--- src/rtl/tsfla_pkg.sv ---
`timescale 1ns / 1ps
// ----------------------------------------------------------------------------
// Typed slot allocator package
// Shared constants, codes and the controller/datapath interface structs.
// ----------------------------------------------------------------------------
package tsfla_pkg;

  localparam int MAX_SLOTS = 1024;
  localparam int NUM_TYPES = 6;

  localparam int SLOT_W    = $clog2(MAX_SLOTS);
  localparam int CNT_W     = $clog2(MAX_SLOTS + 1);
  localparam int TYPE_W    = 3;
  localparam int TIDX_W    = $clog2(NUM_TYPES);
  localparam int MEM_AW    = TIDX_W + SLOT_W;
  localparam int MEM_DEPTH = NUM_TYPES * MAX_SLOTS;
  localparam int CFG_AW    = 3;
  localparam int STAT_W    = 2;

  // Operation codes on the cmd port.
  localparam logic CMD_ALLOC = 1'b0;
  localparam logic CMD_FREE  = 1'b1;

  // Result status codes.
  localparam logic [STAT_W-1:0] ST_OK         = 2'd0;
  localparam logic [STAT_W-1:0] ST_NO_SLOTS   = 2'd1;
  localparam logic [STAT_W-1:0] ST_STACK_FULL = 2'd2;

  typedef enum logic [1:0] {
    SRC_ZERO,
    SRC_FRESH,
    SRC_STACK
  } slot_src_t;

  // Controller to datapath.
  typedef struct packed {
    logic              load;
    logic              push;
    logic              pop;
    logic              bump;
    logic              reply;
    slot_src_t         src;
    logic [STAT_W-1:0] stat;
  } ctl_cmd_t;

  // Datapath to controller.
  typedef struct packed {
    logic is_free;
    logic stack_empty;
    logic stack_full;
    logic at_limit;
  } dp_stat_t;

endpackage

--- src/rtl/tsfla_ctrl.sv ---
`timescale 1ns / 1ps
// ----------------------------------------------------------------------------
// Typed slot allocator controller
// Sequences one transaction: accept, update the selected type, reply.
// ----------------------------------------------------------------------------
module tsfla_ctrl (
  input  logic               clk,
  input  logic               rst,
  input  logic               start,
  input  tsfla_pkg::dp_stat_t dp_stat,
  output tsfla_pkg::ctl_cmd_t ctl,
  output logic               busy
);
  import tsfla_pkg::*;

  typedef enum logic [1:0] {
    S_IDLE,
    S_DECIDE,
    S_REPLY
  } state_t;

  state_t            state;
  slot_src_t         src;
  logic [STAT_W-1:0] stat;
  slot_src_t         src_next;
  logic [STAT_W-1:0] stat_next;

  assign busy = (state != S_IDLE);

  always_comb begin
    src_next  = SRC_ZERO;
    stat_next = ST_OK;
    ctl       = '0;
    ctl.src   = src;
    ctl.stat  = stat;
    case (state)
      S_IDLE: begin
        ctl.load = start;
      end
      S_DECIDE: begin
        if (dp_stat.is_free) begin
          if (dp_stat.stack_full) begin
            stat_next = ST_STACK_FULL;
          end else begin
            ctl.push = 1'b1;
          end
        end else if (!dp_stat.stack_empty) begin
          ctl.pop  = 1'b1;
          src_next = SRC_STACK;
        end else if (dp_stat.at_limit) begin
          stat_next = ST_NO_SLOTS;
        end else begin
          ctl.bump = 1'b1;
          src_next = SRC_FRESH;
        end
      end
      S_REPLY: begin
        ctl.reply = 1'b1;
      end
      default: begin
        ctl = '0;
      end
    endcase
  end

  always_ff @(posedge clk) begin
    if (rst) begin
      state <= S_IDLE;
      src   <= SRC_ZERO;
      stat  <= ST_OK;
    end else begin
      case (state)
        S_IDLE: begin
          if (start) state <= S_DECIDE;
        end
        S_DECIDE: begin
          src   <= src_next;
          stat  <= stat_next;
          state <= S_REPLY;
        end
        S_REPLY: begin
          state <= S_IDLE;
        end
        default: begin
          state <= S_IDLE;
        end
      endcase
    end
  end

endmodule

--- config.mk ---
export PLATFORM = sky130hd
export DESIGN_NAME = tsfla_ctrl
export DESIGN_NICKNAME = d
export VERILOG_FILES = /design/src/rtl/tsfla_pkg.sv /design/src/rtl/tsfla_ctrl.sv
export SDC_FILE = /design/constraint.sdc
export NUM_CORES = 1
export LEC_CHECK = 0
export ABC_CLOCK_PERIOD_IN_PS = 1450
export BUFFER_PORTS_ARGS = -buffer_cell sky130_fd_sc_hd__buf_2
export CORE_AREA = 3 3 40 42
export DETAILED_ROUTE_END_ITERATION = 10
export DIE_AREA = 0 0 43 45
export MAX_ROUTING_LAYER = met4
export PLACE_DENSITY = 0.49
export SETUP_SLACK_MARGIN = 0.02
export SLEW_MARGIN = 20
export SYNTH_ARGS = -nofsm -noshare
export SYNTH_HDL_FRONTEND = slang
export SYNTH_SLANG_ARGS = --single-unit
--- constraint.sdc ---
create_clock -name clk -period 1.45 [get_ports clk]
set_input_delay 0.29 -clock clk [delete_from_list [all_inputs] [get_ports clk]]
set_output_delay 0.29 -clock clk [all_outputs]
set_load 0.02 [all_outputs]
; ---- Word-level counts from Yosys, hierarchy flattened
; Cells that the tools add are included.
; W data, S select, Z words.
[totals]
in_bits = 7
output_inout_bits = 10
word_cells = 28
register_bits = 6
[classes]
n_mux = 19
eq_ne = 3
reduce_logical = 3
[op_table]
columns = cell, count
row1 = $mux W2, 7
row2 = $mux W1, 9
row3 = $mux W4, 1
row4 = $pmux W2 S2, 1
row5 = $mux W3, 1
row6 = $reduce_or A3 Y1, 1
row7 = $eq A2 B1 Y1 const B, 1
row8 = $eq A2 B2 Y1 const B, 1
row9 = $logic_not A2 Y1, 1
row10 = $ne A2 B2 Y1 const B, 1
row11 = $reduce_bool A2 Y1, 1

; ---- Longest topological paths before layout
[depth]
depth_word = 4
depth_mapped = 3
ltp_nobuf = 3

; ---- Worst setup path before layout
; OpenSTA, ideal clock, no wires.
[synth_timing]
path_type = register to output
from = reg state[1]
to = out ctl[7] (netlist name)
n_path_buf = 0
slack_ns = 0.133
arrival_ns = 1.027
t_required_ns = 1.160
path_stages_with_launch = 3
cell_sequence = dfxtp_1 > nand2b_4 > nor3b_1
[synth_lines]
columns = element, line_no
row1 = "start, declared", tsfla_ctrl.sv:22  ; state_t state;
row2 = "start signal, assigned", tsfla_ctrl.sv:68  ; state <= S_IDLE;
row3 = "start signal, assigned", tsfla_ctrl.sv:74  ; if (start) state <= S_DECIDE;
row4 = "start signal, assigned", tsfla_ctrl.sv:79  ; state <= S_REPLY;
row5 = "end, declared", tsfla_ctrl.sv:11  ; output tsfla_pkg::ctl_cmd_t ctl,

==> impl_metrics.ini <==
[sta]
setup_ws_ns = -0.0631
period_share = 1.04
slew_viol_final = 0
setup_viol = 2
worst_pin_slew_ns = 0.227
fin_crit_ns = 1.51
fin_worst_skew_ns = 0.00130
slew_headroom = 0.848
max_freq_ghz = 0.661
hold_violations = 0
rsz0062_at_grt = true

[clock_tree]
clk_path_buf_depth = 2
cts.sinks = 6
cts-root-buf = clkbuf_4
ctsHoldBuffers = 0
clock_latency_ns = 0.24
cts_tree = built
clkTransAtPathRegs_ns = 0.05
htree_num_levels = 1
cts_buffers = 3

[final_layout]
final_util = 0.391
drive_above_1_share = 0.621
num_antenna_cells = 0
final_nets = 67
final_cell_mix = buf_2 (11), buf_4 (9), and2_1 (4), dfxtp_1 (4)
layout_commonest_cell = buf_2
design_area_um2 = 503
area_growth_pct = 69.6

[synthesis]
synth-seq-area-share = 0.405
synth.yosys.warnings = 0
yosys.area.top_type = dfxtp_1
ys_types = 18
yosysTopAreaCellShare = 0.405
synth.avg_cell_area_um2 = 8.72
synthTopCellsByArea = dfxtp_1 (41%), and2_1 (8.4%), a21oi_1 (5.1%)
synthCells = 34
syn_nets = 41
syn_area_um2 = 297
ys_seq_elements = 6

[global_route]
antenna_found_initial = 0
grt_pass1_wl_um = 1330
globalRouteTotalUtil = 0.107
grt_max_degree = 7
grt_overflow = 0
grt_pass1_vias = 301

[pwr]
peakVddDrop_uv = 254
power_density_nw_per_um2 = 815
p_leak_nw = 0.248
finalPower_mw = 0.410

[worst_hold_path]
hold_class = input pin to flop

[die]
io_pins = 17
core_area_um2 = 1280
dieArea_um2 = 1940
die_h_um = 45
die_width_um = 43
start_util = 0.231
rows = 13

[worst_setup_path]
crit_type = flop to primary output
endpoint_kind = primary output
path_max_fanout = 4
cp.required_ns = 1.16
cp.arrival_ns = 1.22
start_kind = flop

[routing]
antenna_left = 0
routed_wl_um = 790
met2_length_um = 353
wl_per_cell_um = 10.8
dr_wl_met3_um = 96
wl_met1_um = 330
drc = 0
highest_layer = met4
initialDrtViolationCount = 4
viasPerCell = 4.32
dr.pass1.iters = 2
via_count = 315

[placement]
placed_area_um2 = 410
pre_cts_slack_ns = 0.0868
port_buffers = 16
place_congestion = 0.751
dp_hpwl_um = 564

[flow_run]
drv_cap = 0

[run_status]
violations = negative setup slack
status = finished, violations left
final timing paths:
path | from | endpoint | slack (ns) | cells after the start
hold / removal | start | state[0] | 0.30 | 3
setup / recovery | state[1] | ctl[5] | -0.06 | 4
setup reg to reg | state[1] | src[0] | 0.34 | 4
hold reg to reg | stat[1] | stat[1] | 0.45 | 2
worst max-delay path: stages, from the launching register on:
cell and delay, ns:
dfxtp_4 0.34, nand2b_4 0.13, or3_4 0.33, inv_2 0.07, buf_6 0.11
cell type report:
class | instances | area [um2]
inverters | 2 | 7.51
repair buffers | 21 | 134
fillers | 143 | 782
multi-input cells | 26 | 193
well taps | 15 | 18.8
clock buffers | 3 | 22.5
flip-flops and latches | 6 | 128
registers in the layout, summed over array words and instances, names as in the netlist:
register / count
stat: 2
state: 2
src: 2
logic make-up (layout without fill, tap and decap cells):
kind of cell,Yosys count,after routing,synth area share
flops,6,6,0.405
simple gates,22,22,0.489
buf+inv,2,26,0.0253
compound gates,4,4,0.0802
stage by stage:
stage,instances,hold WS [ns],setup TNS (ns)
after floorplan,34,0.352,0
after global placement,67,0.438,0
after detailed placement,67,0.442,0
after CTS,73,0.274,-0.0881
after global routing,73,0.295,-0.236
final,73,0.302,-0.0715
power by group:
group          switching [mW]  leakage, nW  total (mW)  internal (mW)
registers             0.00581       0.0502       0.175          0.169
clock network          0.0622       0.0138       0.156         0.0938
logic                  0.0414        0.184      0.0791         0.0376
Yosys cell counts:
| cell type | n |
|---|---|
| dfxtp_1 | 6 |
| and2_1 | 4 |
| nand2_1 | 4 |
| a21oi_1 | 3 |
| nor2_1 | 3 |
| inv_1 | 2 |
| a21oi_2 | 1 |
| and2b_2 | 1 |
| nand2b_1 | 1 |
| nand2b_4 | 1 |
| nand3_1 | 1 |
| nand4b_1 | 1 |
| nor2b_1 | 1 |
| nor3_1 | 1 |
| nor3b_1 | 1 |
| nor4b_2 | 1 |
| or2_2 | 1 |
| or3_4 | 1 |
routing by layer:
layer  GRT usage  vias up
li1            -      161
met1       0.109      140
met2       0.138       12
met3      0.0598        2
met4       0.108        0
met5           -        -
repair_timing:
action	in CTS	in global routing
buffers inserted	3	0
cloned	0	0
gates resized for setup	13	3
pin swaps	2	0
endpoints found under the setup margin	8	8
(Power assumes the default switching activity.)
